==> src/hw/rtl/mld_pkg.sv <==
// Shared types and constants of the magic/length packet deframer.
`default_nettype none

package mld_pkg;

    localparam int unsigned DataWidth   = 32;
    localparam int unsigned AddrWidth   = 5;
    localparam int unsigned LengthWidth = 16;
    localparam int unsigned CountWidth  = 15;
    localparam int unsigned IndexWidth  = 3;
    localparam int unsigned KindWidth   = 2;
    localparam int unsigned QueueDepth  = 2;

    localparam logic [2:0] REG_MAGIC_WORD  = 3'd0;
    localparam logic [2:0] REG_NAME_ZERO   = 3'd1;
    localparam logic [2:0] REG_NAME_ONE    = 3'd2;
    localparam logic [2:0] REG_NAME_TWO    = 3'd3;
    localparam logic [2:0] REG_NAME_THREE  = 3'd4;
    localparam logic [2:0] REG_MAX_PAYLOAD = 3'd5;

    localparam logic [31:0]           MagicReset      = 32'h4655_5A5A;
    localparam logic [31:0]           NameZeroReset   = 32'h4543_484F;
    localparam logic [31:0]           NameOneReset    = 32'h5049_5045;
    localparam logic [31:0]           NameTwoReset    = 32'h4558_4543;
    localparam logic [31:0]           NameThreeReset  = 32'h5052_4F43;
    localparam logic [CountWidth-1:0] MaxPayloadReset = 15'd9990;

    localparam logic [KindWidth-1:0] KIND_PAYLOAD = 2'd0;
    localparam logic [KindWidth-1:0] KIND_EMPTY   = 2'd1;
    localparam logic [KindWidth-1:0] KIND_DROP    = 2'd2;

    localparam logic [IndexWidth-1:0] RECEIVER_UNKNOWN = 3'd4;

    typedef struct packed {
        logic [31:0]           magic_word;
        logic [31:0]           name_zero;
        logic [31:0]           name_one;
        logic [31:0]           name_two;
        logic [31:0]           name_three;
        logic [CountWidth-1:0] max_payload;
    } mld_cfg_t;

    typedef struct packed {
        logic [KindWidth-1:0]   kind;
        logic [IndexWidth-1:0]  receiver_index;
        logic [7:0]             payload_byte;
        logic [CountWidth-1:0]  byte_index;
        logic [LengthWidth-1:0] packet_length;
        logic                   last;
    } mld_result_t;

endpackage

`default_nettype wire

==> src/hw/rtl/mld_cfg.sv <==
// APB configuration registers of the deframer.
`default_nettype none

module mld_cfg (
    input  wire logic                          clk,
    input  wire logic                          rst_n,
    input  wire logic                          psel,
    input  wire logic                          penable,
    input  wire logic                          pwrite,
    input  wire logic [mld_pkg::AddrWidth-1:0] paddr,
    input  wire logic [mld_pkg::DataWidth-1:0] pwdata,
    output logic      [mld_pkg::DataWidth-1:0] prdata,
    output logic                               pready,
    output mld_pkg::mld_cfg_t                  cfg
);
    import mld_pkg::*;

    mld_cfg_t   cfg_reg;
    logic [2:0] reg_sel;
    logic       wr_en;

    assign reg_sel = paddr[AddrWidth-1:2];
    assign pready  = 1'b1;
    assign wr_en   = psel && penable && pwrite && pready;
    assign cfg     = cfg_reg;

    always_ff @(posedge clk or negedge rst_n)
    begin
        if (!rst_n)
        begin
            cfg_reg.magic_word  <= MagicReset;
            cfg_reg.name_zero   <= NameZeroReset;
            cfg_reg.name_one    <= NameOneReset;
            cfg_reg.name_two    <= NameTwoReset;
            cfg_reg.name_three  <= NameThreeReset;
            cfg_reg.max_payload <= MaxPayloadReset;
        end
        else if (wr_en)
        begin
            case (reg_sel)
                REG_MAGIC_WORD:  cfg_reg.magic_word  <= pwdata;
                REG_NAME_ZERO:   cfg_reg.name_zero   <= pwdata;
                REG_NAME_ONE:    cfg_reg.name_one    <= pwdata;
                REG_NAME_TWO:    cfg_reg.name_two    <= pwdata;
                REG_NAME_THREE:  cfg_reg.name_three  <= pwdata;
                REG_MAX_PAYLOAD: cfg_reg.max_payload <= pwdata[CountWidth-1:0];
                default:         ;
            endcase
        end
    end

    always_comb
    begin
        case (reg_sel)
            REG_MAGIC_WORD:  prdata = cfg_reg.magic_word;
            REG_NAME_ZERO:   prdata = cfg_reg.name_zero;
            REG_NAME_ONE:    prdata = cfg_reg.name_one;
            REG_NAME_TWO:    prdata = cfg_reg.name_two;
            REG_NAME_THREE:  prdata = cfg_reg.name_three;
            REG_MAX_PAYLOAD: prdata = {{(DataWidth-CountWidth){1'b0}}, cfg_reg.max_payload};
            default:         prdata = '0;
        endcase
    end

endmodule

`default_nettype wire

==> src/hw/rtl/mld_front.sv <==
// Front end: hunts for the magic word, takes the header and classifies each byte.
`default_nettype none

module mld_front (
    input  wire logic                 clk,
    input  wire logic                 rst_n,
    input  wire mld_pkg::mld_cfg_t    cfg,
    input  wire logic                 in_valid,
    output logic                      in_ready,
    input  wire logic [7:0]           stream_byte,
    input  wire logic                 queue_ready,
    output logic                      push_valid,
    output mld_pkg::mld_result_t      push_data
);
    import mld_pkg::*;

    typedef enum logic [1:0] {
        PH_HUNT    = 2'd0,
        PH_HEADER  = 2'd1,
        PH_PAYLOAD = 2'd2
    } phase_t;

    phase_t                  phase_reg,   phase_next;
    logic [31:0]             window_reg,  window_next;
    logic [2:0]              count_reg,   count_next;
    logic [31:0]             name_reg,    name_next;
    logic [LengthWidth-1:0]  length_reg,  length_next;
    logic [CountWidth-1:0]   pcount_reg,  pcount_next;
    logic [IndexWidth-1:0]   match_reg,   match_next;

    logic                    accept;
    logic                    emit;
    logic [KindWidth-1:0]    emit_kind;
    logic [7:0]              emit_byte;
    logic [CountWidth-1:0]   emit_index;
    logic                    emit_last;
    logic [31:0]             shifted_window;
    logic [LengthWidth-1:0]  full_length;
    logic [LengthWidth-1:0]  pcount_inc;
    logic                    fin;

    function automatic logic [IndexWidth-1:0] classify(input logic [31:0] nm,
                                                       input mld_cfg_t c);
        logic [IndexWidth-1:0] idx;
        if (nm == c.name_zero)
            idx = 3'd0;
        else if (nm == c.name_one)
            idx = 3'd1;
        else if (nm == c.name_two)
            idx = 3'd2;
        else if (nm == c.name_three)
            idx = 3'd3;
        else
            idx = RECEIVER_UNKNOWN;
        return idx;
    endfunction

    assign in_ready       = queue_ready;
    assign accept         = in_valid && in_ready;
    assign shifted_window = {window_reg[23:0], stream_byte};
    assign full_length    = {stream_byte, length_reg[7:0]};
    assign pcount_inc     = {1'b0, pcount_reg} + 16'd1;
    assign fin            = pcount_inc >= length_reg;

    always_comb
    begin
        phase_next  = phase_reg;
        window_next = window_reg;
        count_next  = count_reg;
        name_next   = name_reg;
        length_next = length_reg;
        pcount_next = pcount_reg;
        match_next  = match_reg;
        emit        = 1'b0;
        emit_kind   = KIND_PAYLOAD;
        emit_byte   = 8'd0;
        emit_index  = '0;
        emit_last   = 1'b0;

        case (phase_reg)
            PH_HEADER:
            begin
                if (count_reg < 3'd4)
                begin
                    name_next  = {name_reg[23:0], stream_byte};
                    count_next = count_reg + 3'd1;
                end
                else if (count_reg == 3'd4)
                begin
                    length_next = {8'd0, stream_byte};
                    count_next  = 3'd5;
                end
                else
                begin
                    length_next = full_length;
                    match_next  = classify(name_reg, cfg);
                    pcount_next = '0;
                    if (full_length == '0)
                    begin
                        emit        = 1'b1;
                        emit_kind   = KIND_EMPTY;
                        emit_last   = 1'b1;
                        phase_next  = PH_HUNT;
                        window_next = '0;
                        count_next  = '0;
                    end
                    else if (full_length > {1'b0, cfg.max_payload})
                    begin
                        emit        = 1'b1;
                        emit_kind   = KIND_DROP;
                        emit_last   = 1'b1;
                        phase_next  = PH_HUNT;
                        window_next = '0;
                        count_next  = '0;
                    end
                    else
                    begin
                        phase_next = PH_PAYLOAD;
                        count_next = '0;
                    end
                end
            end
            PH_PAYLOAD:
            begin
                emit        = 1'b1;
                emit_kind   = KIND_PAYLOAD;
                emit_byte   = stream_byte;
                emit_index  = pcount_reg;
                emit_last   = fin;
                pcount_next = pcount_inc[CountWidth-1:0];
                if (fin)
                begin
                    phase_next  = PH_HUNT;
                    window_next = '0;
                    count_next  = '0;
                end
            end
            default:
            begin
                phase_next  = PH_HUNT;
                window_next = shifted_window;
                if (count_reg < 3'd4)
                    count_next = count_reg + 3'd1;
                if ((count_next >= 3'd4) && (shifted_window == cfg.magic_word))
                begin
                    phase_next  = PH_HEADER;
                    count_next  = '0;
                    window_next = '0;
                    name_next   = '0;
                    length_next = '0;
                end
            end
        endcase
    end

    always_ff @(posedge clk or negedge rst_n)
    begin
        if (!rst_n)
        begin
            phase_reg  <= PH_HUNT;
            window_reg <= '0;
            count_reg  <= '0;
            name_reg   <= '0;
            length_reg <= '0;
            pcount_reg <= '0;
            match_reg  <= RECEIVER_UNKNOWN;
        end
        else if (accept)
        begin
            phase_reg  <= phase_next;
            window_reg <= window_next;
            count_reg  <= count_next;
            name_reg   <= name_next;
            length_reg <= length_next;
            pcount_reg <= pcount_next;
            match_reg  <= match_next;
        end
    end

    assign push_valid                = accept && emit;
    assign push_data.kind            = emit_kind;
    assign push_data.receiver_index  = match_next;
    assign push_data.payload_byte    = emit_byte;
    assign push_data.byte_index      = emit_index;
    assign push_data.packet_length   = length_next;
    assign push_data.last            = emit_last;

endmodule

`default_nettype wire

==> src/hw/rtl/mld_queue.sv <==
// Result queue between the front end and the output channel.
`default_nettype none

module mld_queue #(
    parameter int unsigned DEPTH = mld_pkg::QueueDepth
) (
    input  wire logic                 clk,
    input  wire logic                 rst_n,
    input  wire logic                 push_valid,
    input  wire mld_pkg::mld_result_t push_data,
    output logic                      push_ready,
    output logic                      pop_valid,
    input  wire logic                 pop_ready,
    output mld_pkg::mld_result_t      pop_data
);
    import mld_pkg::*;

    localparam int unsigned PtrWidth = (DEPTH > 1) ? $clog2(DEPTH) : 1;
    localparam int unsigned CntWidth = $clog2(DEPTH + 1);
    localparam logic [PtrWidth-1:0] LastSlot = PtrWidth'(DEPTH - 1);
    localparam logic [CntWidth-1:0] FullCount = CntWidth'(DEPTH);

    mld_result_t           slot_reg [DEPTH];
    logic [PtrWidth-1:0]   wr_ptr_reg;
    logic [PtrWidth-1:0]   rd_ptr_reg;
    logic [CntWidth-1:0]   count_reg;
    logic                  do_push;
    logic                  do_pop;

    assign push_ready = count_reg != FullCount;
    assign pop_valid  = count_reg != '0;
    assign pop_data   = slot_reg[rd_ptr_reg];
    assign do_push    = push_valid && push_ready;
    assign do_pop     = pop_valid && pop_ready;

    always_ff @(posedge clk)
    begin
        if (do_push)
            slot_reg[wr_ptr_reg] <= push_data;
    end

    always_ff @(posedge clk or negedge rst_n)
    begin
        if (!rst_n)
        begin
            wr_ptr_reg <= '0;
            rd_ptr_reg <= '0;
            count_reg  <= '0;
        end
        else
        begin
            if (do_push)
                wr_ptr_reg <= (wr_ptr_reg == LastSlot) ? '0 : wr_ptr_reg + 1'b1;
            if (do_pop)
                rd_ptr_reg <= (rd_ptr_reg == LastSlot) ? '0 : rd_ptr_reg + 1'b1;
            if (do_push && !do_pop)
                count_reg <= count_reg + 1'b1;
            else if (do_pop && !do_push)
                count_reg <= count_reg - 1'b1;
        end
    end

endmodule

`default_nettype wire

==> src/hw/rtl/magic_length_packet_deframer.sv <==
// Top level of the magic/length packet deframer.
//
//  channel  direction  handshake          payload
//  in       sink       in_valid/in_ready  stream_byte
//  out      source     out_valid/out_ready kind, receiver_index, payload_byte,
//                                          byte_index, packet_length, last
//  apb      slave      psel/penable/pready paddr, pwdata, prdata
//
// One byte is taken every cycle while the result queue has room; a result reaches the queue at the same edge.
// A result leaves the queue in the cycle after its transfer in at the earliest.
// The front end stalls only when the result queue (QUEUE_DEPTH entries) is full.
// Reset is asynchronous, active low, and clears the queue and hunting state.
`default_nettype none

module magic_length_packet_deframer #(
    parameter int unsigned QUEUE_DEPTH = mld_pkg::QueueDepth
) (
    input  wire logic                                clk,
    input  wire logic                                rst_n,
    input  wire logic                                psel,
    input  wire logic                                penable,
    input  wire logic                                pwrite,
    input  wire logic [mld_pkg::AddrWidth-1:0]       paddr,
    input  wire logic [mld_pkg::DataWidth-1:0]       pwdata,
    output logic      [mld_pkg::DataWidth-1:0]       prdata,
    output logic                                     pready,
    input  wire logic                                in_valid,
    output logic                                     in_ready,
    input  wire logic [7:0]                          stream_byte,
    output logic                                     out_valid,
    input  wire logic                                out_ready,
    output logic      [mld_pkg::KindWidth-1:0]       kind,
    output logic      [mld_pkg::IndexWidth-1:0]      receiver_index,
    output logic      [7:0]                          payload_byte,
    output logic      [mld_pkg::CountWidth-1:0]      byte_index,
    output logic      [mld_pkg::LengthWidth-1:0]     packet_length,
    output logic                                     last
);
    import mld_pkg::*;

    mld_cfg_t    cfg;
    mld_result_t push_data;
    mld_result_t pop_data;
    logic        push_valid;
    logic        queue_ready;

    mld_cfg u_cfg (
        .clk     (clk),
        .rst_n   (rst_n),
        .psel    (psel),
        .penable (penable),
        .pwrite  (pwrite),
        .paddr   (paddr),
        .pwdata  (pwdata),
        .prdata  (prdata),
        .pready  (pready),
        .cfg     (cfg)
    );

    mld_front u_front (
        .clk         (clk),
        .rst_n       (rst_n),
        .cfg         (cfg),
        .in_valid    (in_valid),
        .in_ready    (in_ready),
        .stream_byte (stream_byte),
        .queue_ready (queue_ready),
        .push_valid  (push_valid),
        .push_data   (push_data)
    );

    mld_queue #(
        .DEPTH (QUEUE_DEPTH)
    ) u_queue (
        .clk        (clk),
        .rst_n      (rst_n),
        .push_valid (push_valid),
        .push_data  (push_data),
        .push_ready (queue_ready),
        .pop_valid  (out_valid),
        .pop_ready  (out_ready),
        .pop_data   (pop_data)
    );

    assign kind           = pop_data.kind;
    assign receiver_index = pop_data.receiver_index;
    assign payload_byte   = pop_data.payload_byte;
    assign byte_index     = pop_data.byte_index;
    assign packet_length  = pop_data.packet_length;
    assign last           = pop_data.last;

endmodule

`default_nettype wire

==> config.mk <==
export PLATFORM = sky130hd
export DESIGN_NAME = magic_length_packet_deframer
export DESIGN_NICKNAME = d
export VERILOG_FILES = /design/src/hw/rtl/mld_pkg.sv /design/src/hw/rtl/mld_cfg.sv /design/src/hw/rtl/mld_front.sv /design/src/hw/rtl/mld_queue.sv /design/src/hw/rtl/magic_length_packet_deframer.sv
export SDC_FILE = /design/constraint.sdc
export NUM_CORES = 1
export LEC_CHECK = 0
export BUFFER_PORTS_ARGS = -buffer_cell sky130_fd_sc_hd__buf_2
export CORE_ASPECT_RATIO = 0.75
export CORE_MARGIN = 5
export CORE_UTILIZATION = 60
export DETAILED_ROUTE_END_ITERATION = 8
export PLACE_DENSITY = 0.79
export SLEW_MARGIN = 20
export SYNTH_ARGS = -nofsm -noshare
export SYNTH_HDL_FRONTEND = slang
export SYNTH_SLANG_ARGS = --single-unit
export TNS_END_PERCENT = 30
==> constraint.sdc <==
create_clock -name clk -period 13.5 [get_ports clk]
set_input_delay 3.375 -clock clk [delete_from_list [all_inputs] [get_ports clk]]
set_output_delay 3.375 -clock clk [all_outputs]
set_load 0.1 [all_outputs]
Yosys cells after proc, flatten, opt, wreduce, memory -nomap -nowiden
Memories as Yosys holds them, arrays and structs flattened. Index checks and enable logic that the tools add are counted.

Eq/ne operators: 19. Multiplexer cells: 58. $lt $le $gt $ge: 4. $add $sub $neg: 6. Bitwise gates (word level): 1. Reduce and logical (&&, ||, !) cells: 29.

Operator list (number): 32-bit one-hot mux with 6 select lines (1); 32-bit == test (5); 24-bit two-way mux (6); 32-bit two-way mux (2); 32-bit one-hot mux with 2 select lines (1); 16-bit two-way mux (3); 24-bit one-hot mux with 2 select lines (1); 15-bit two-way mux (3); 3-bit two-way mux (13); 16-bit one-hot mux with 2 select lines (1); 15-bit one-hot mux with 2 select lines (1); 2-bit two-way mux (12); 15-bit by 1-bit adder with 16-bit output, second input constant (1); 16-bit greater-or-equal comparator (1); 16-bit by 15-bit > comparator with 1-bit output (1); 16-bit zero test (1); 2-bit AND reduction (7); 4-bit AND reduction (3); 3-bit == test, second input constant (3); 1-bit logical AND (9); 1-bit two-way mux (9); 8-bit two-way mux (1); 2-bit nonzero test (4); 3-bit by 2-bit == test with 1-bit output, second input constant (2); other kinds (20) (26).

Word-level logic and storage cells: 134. Memories: 1. Bits of input ports: 52. Output and inout bits: 80. Bits in registers: 274. RAM bits: 90.

Memories: u_queue.slot_reg (words 2, bits a word 45, read ports 1, clocked after memory_dff 0, wr ports 1, RTL line mld_queue.sv:23) `mld_result_t slot_reg [DEPTH];`.

Longest topological paths before layout
Depth after elaboration: 12. Gate-level depth with buffers: 15.

Modules after synthesis
A second synthesis with hierarchy kept.

Cell total of the unflattened synthesis: 1664. Area total of the unflattened synthesis: 19707.7 um2.

By module, submodules not included: mld_cfg (instances 1, area each 8194.1 um2, seq. area each 4465.5 um2, cells each 581); mld_front (instances 1, area each 7872.6 um2, seq. area each 2378.5 um2, cells each 925); mld_queue (instances 1, area each 3641.0 um2, seq. area each 2802.7 um2, cells each 158).

Least setup slack after synthesis
Ideal clock, no wire load.

Kind: in2out. Start point: input port paddr[4] in the netlist's numbering. End point: output port prdata[30] in the netlist's numbering. Setup slack: 3.758 ns. Stages: 4. Arrival time: 6.367 ns. Buffers on the path: 2. Cells stage by stage: clkbuf_1 clkbuf_1 nand2_1 o32ai_1.

Cells in the longest elaborated chain, start to end: 2. Elaborated cells on any way between the ends: 7. Those cells by class: eq/ne (5); mux (1); reduce/logical (1).

RTL lines: start, declared (RTL line magic_length_packet_deframer.sv:23) `input wire logic [mld_pkg::AddrWidth-1:0] paddr,`; 3-bit == test, or another cell as far along (RTL line mld_cfg.sv:54) `case (reg_sel)`; 32-bit one-hot mux with 6 select lines (*) (RTL line mld_cfg.sv:54); end, declared (RTL line magic_length_packet_deframer.sv:25) `output logic [mld_pkg::DataWidth-1:0] prdata,`.

Mark *: on every way between the ends. The rest lies on a longest branch, timed or not.

Worst setup path in the final report
Start point: input port paddr[4] in the netlist's numbering. End point: output port prdata[13] in the netlist's numbering.

Same word-level chain as after synthesis.

==> impl_metrics.env <==
export IMPL_fin_area_mm2=0.02116
export IMPL_critPathLaunchType="input pin"
export IMPL_drc_errors=0
export IMPL_die_w_um=216.0
export IMPL_tns_ns=0
export IMPL_dr_first_iter_drc_count=1915
export IMPL_start_util=0.6094
export IMPL_synth_top_flop_cell="dfrtp_1"
export IMPL_final_common_cell="mux2_2"
export IMPL_rsz0062_at_grt="no"
export IMPL_whs_ns=0.4910
export IMPL_ir_worst_vdd_v=0.00007557
export IMPL_synth_top_area_frac=0.2675
export IMPL_slowest_delay_ns=0.66
export IMPL_design_core_area_mm2=0.03132
export IMPL_clkTransAtPathRegs_ns=0.07
export IMPL_cts_buffers=37
export IMPL_place_inst=2082
export IMPL_io_buffers=128
export IMPL_htreeDepth=2
export IMPL_rows=56
export IMPL_gr_usage_all_layers=0.3055
export IMPL_slew_limit_headroom=0.2635
export IMPL_grt_max_degree=105
export IMPL_path_cells="buf_2 > buf_4 > nor2b_1 > a22oi_1 > o22ai_1 > buf_2"
export IMPL_die_area_mm2=0.03552
export IMPL_cts_tree="done"
export IMPL_ant_nets=0
export IMPL_ys_ff_latch=364
export IMPL_synth_nets=1749
export IMPL_nets=1804
export IMPL_drive_above_1_share=0.2970
export IMPL_root_buffer="clkbuf_16"
export IMPL_maxCapViolations=0
export IMPL_tightestPinTransition_ns=1.104
export IMPL_antenna_found_initial=7
export IMPL_finalHoldViolations=0
export IMPL_place_area_mm2=0.01993
export IMPL_cts_setup_buffers=0
export IMPL_firstDrtPassIters=6
export IMPL_yosys_warnings=0
export IMPL_avgSynthCellArea_um2=11.50
export IMPL_synth_area_leaders="dfrtp_1 (27%), edfxtp_1 (14%), mux2_2 (13%)"
export IMPL_hold_path_class="reg -> reg"
export IMPL_wirelength_mm=54.96
export IMPL_crit_required_ns=10.12
export IMPL_fin_crit_ns=9.458
export IMPL_critical_path_class="in -> out"
export IMPL_path_max_fanout=44
export IMPL_layout_common_cells="mux2_2 (226), dfrtp_1 (203), buf_2 (127)"
export IMPL_place_gp_congestion=0.9623
export IMPL_async_flop_share=0.7527
export IMPL_leakagePower_nw=9.403
export IMPL_ios=132
export IMPL_fmax_mhz=105.7
export IMPL_syn_inst=1660
export IMPL_die_h_um=164.5
export IMPL_p_per_area_mw_per_mm2=143.4
export IMPL_crit_top_cell="buf_2"
export IMPL_ys_types=61
export IMPL_cts_sink_count=364
export IMPL_arrival_ns=6.08
export IMPL_cpMaxStageDelayCell="nor2b_1"
export IMPL_vias_per_cell=6.510
export IMPL_largest_reg_flops=175
export IMPL_critical_path_endpoint_type="output pin"
export IMPL_synth_edf_count=90
export IMPL_syn_area_mm2=0.01909
export IMPL_cts_max_path_buffers=3
export IMPL_overflow=0
export IMPL_status="completed"
export IMPL_grt_pass1_wl_mm=83.45
export IMPL_dr_total_vias=14000
export IMPL_hold_buffers=0
export IMPL_finalMaxSlewViolations=0
export IMPL_wl_per_cell_um=25.56
export IMPL_finalSetupViolCount=0
export IMPL_area_delta_synth_final_pct=10.87
export IMPL_period_share=0.7006
export IMPL_finClkSkew_ns=0.02460
export IMPL_seq_area_frac_synth=0.5054
export IMPL_ctsResizeCount=0
export IMPL_antenna_cells=0
export IMPL_final_cells=2150
export IMPL_yosys_area_top_type="dfrtp_1"
export IMPL_hpwl_mm=37.58
export IMPL_grt_pass1_vias=13740
export IMPL_clk_latency_ns=0.54
==> cells in the mapped netlist, drive strengths merged (2+ instances only) <==
master,n
a31oi,19
and2,25
a21oi,58
nand4,27
mux2i,57
nor4,32
dfrtp,204
a32o,2
and3,25
nand2,100
o21ai,62
a41oi,2
nand4b,3
o211ai,2
a22o,38
nor3,10
ha,37
o221ai,4
a211oi,11
a21o,6
or3,3
and4,3
o22ai,19
dfstp,70
a22oi,29
nand3,19
edfxtp,90
nor2,65
clkbuf,119
nor2b,6
nand2b,10
xor2,101
xnor2,75
mux2,229
nor3b,3
a221oi,15
inv,52
buf,13
==> logic make-up after synthesis <==
family | synth area share
flops | 0.5054
simple gates | 0.08882
mux | 0.1662
compound gates | 0.09676
buf+inv | 0.03763
xor+xnor | 0.08076
fa+ha+maj | 0.02425
other cells | 0.0001965
==> per-stage QoR <==
step                setup WS (ns)  total power, W    util
floorplan                   3.758        0.001791       -
CTS                         4.114        0.003029  0.6754
global route                3.979        0.003137  0.6757
finish                      4.042        0.003034  0.6757
global placement            4.105        0.001966  0.6364
detailed placement          4.123        0.001986  0.6364
==> cell type report <==
cell class                 count  area, um^2
clock buffer                  53        1069
clock inverter                15       153.9
fill                        2320       10160
inverter                      52       195.2
multi-input combinational   1112        8780
sequential                   364        9648
tap                          406       508.0
timing repair buffer         148       808.3
==> final timing paths <==
kind                            slack, ns                  start                     to  cells past startpoint
worst max-delay path                 4.04               paddr[4]             prdata[13]                      6
worst min register to register       0.49   u_front.match_reg[0]   u_front.match_reg[0]                      2
worst min-delay path                 0.49   u_front.match_reg[0]   u_front.match_reg[0]                      2
min in group asynchronous            2.90                  rst_n   u_queue.count_reg[1]                      1
worst max register to register       9.48  u_front.pcount_reg[0]  u_front.window_reg[4]                     14
max in group asynchronous            9.29                  rst_n          u_cfg.cfg[11]                      2
==> critical path: cells and delay by family <==
kind,cells,cell delay (ns)
AOI/OAI and AO/OA,2,0.49
buffers and inverters,3,1.48
and+or+nand+nor,1,0.66
==> power breakdown <==
group | total [W] | switching [W] | internal (W)
sequential | 0.00141 | 0.000136 | 0.00128
combinational | 0.000575 | 0.000356 | 0.000219
clock | 0.00105 | 0.000437 | 0.000611
total | 0.00303 | 0.000929 | 0.00211
==> per-layer routing <==
layer  wire (um)  share of wire  track usage  vias up
met4        1625          0.030      0.08726       10
met3        6975           0.13       0.1142      140
met5          59         0.0011            0        -
met1       23060           0.42       0.4368     7023
li1            -              -            -     6075
met2       23240           0.42       0.4407      749
Power figures use the tool's default switching activity.
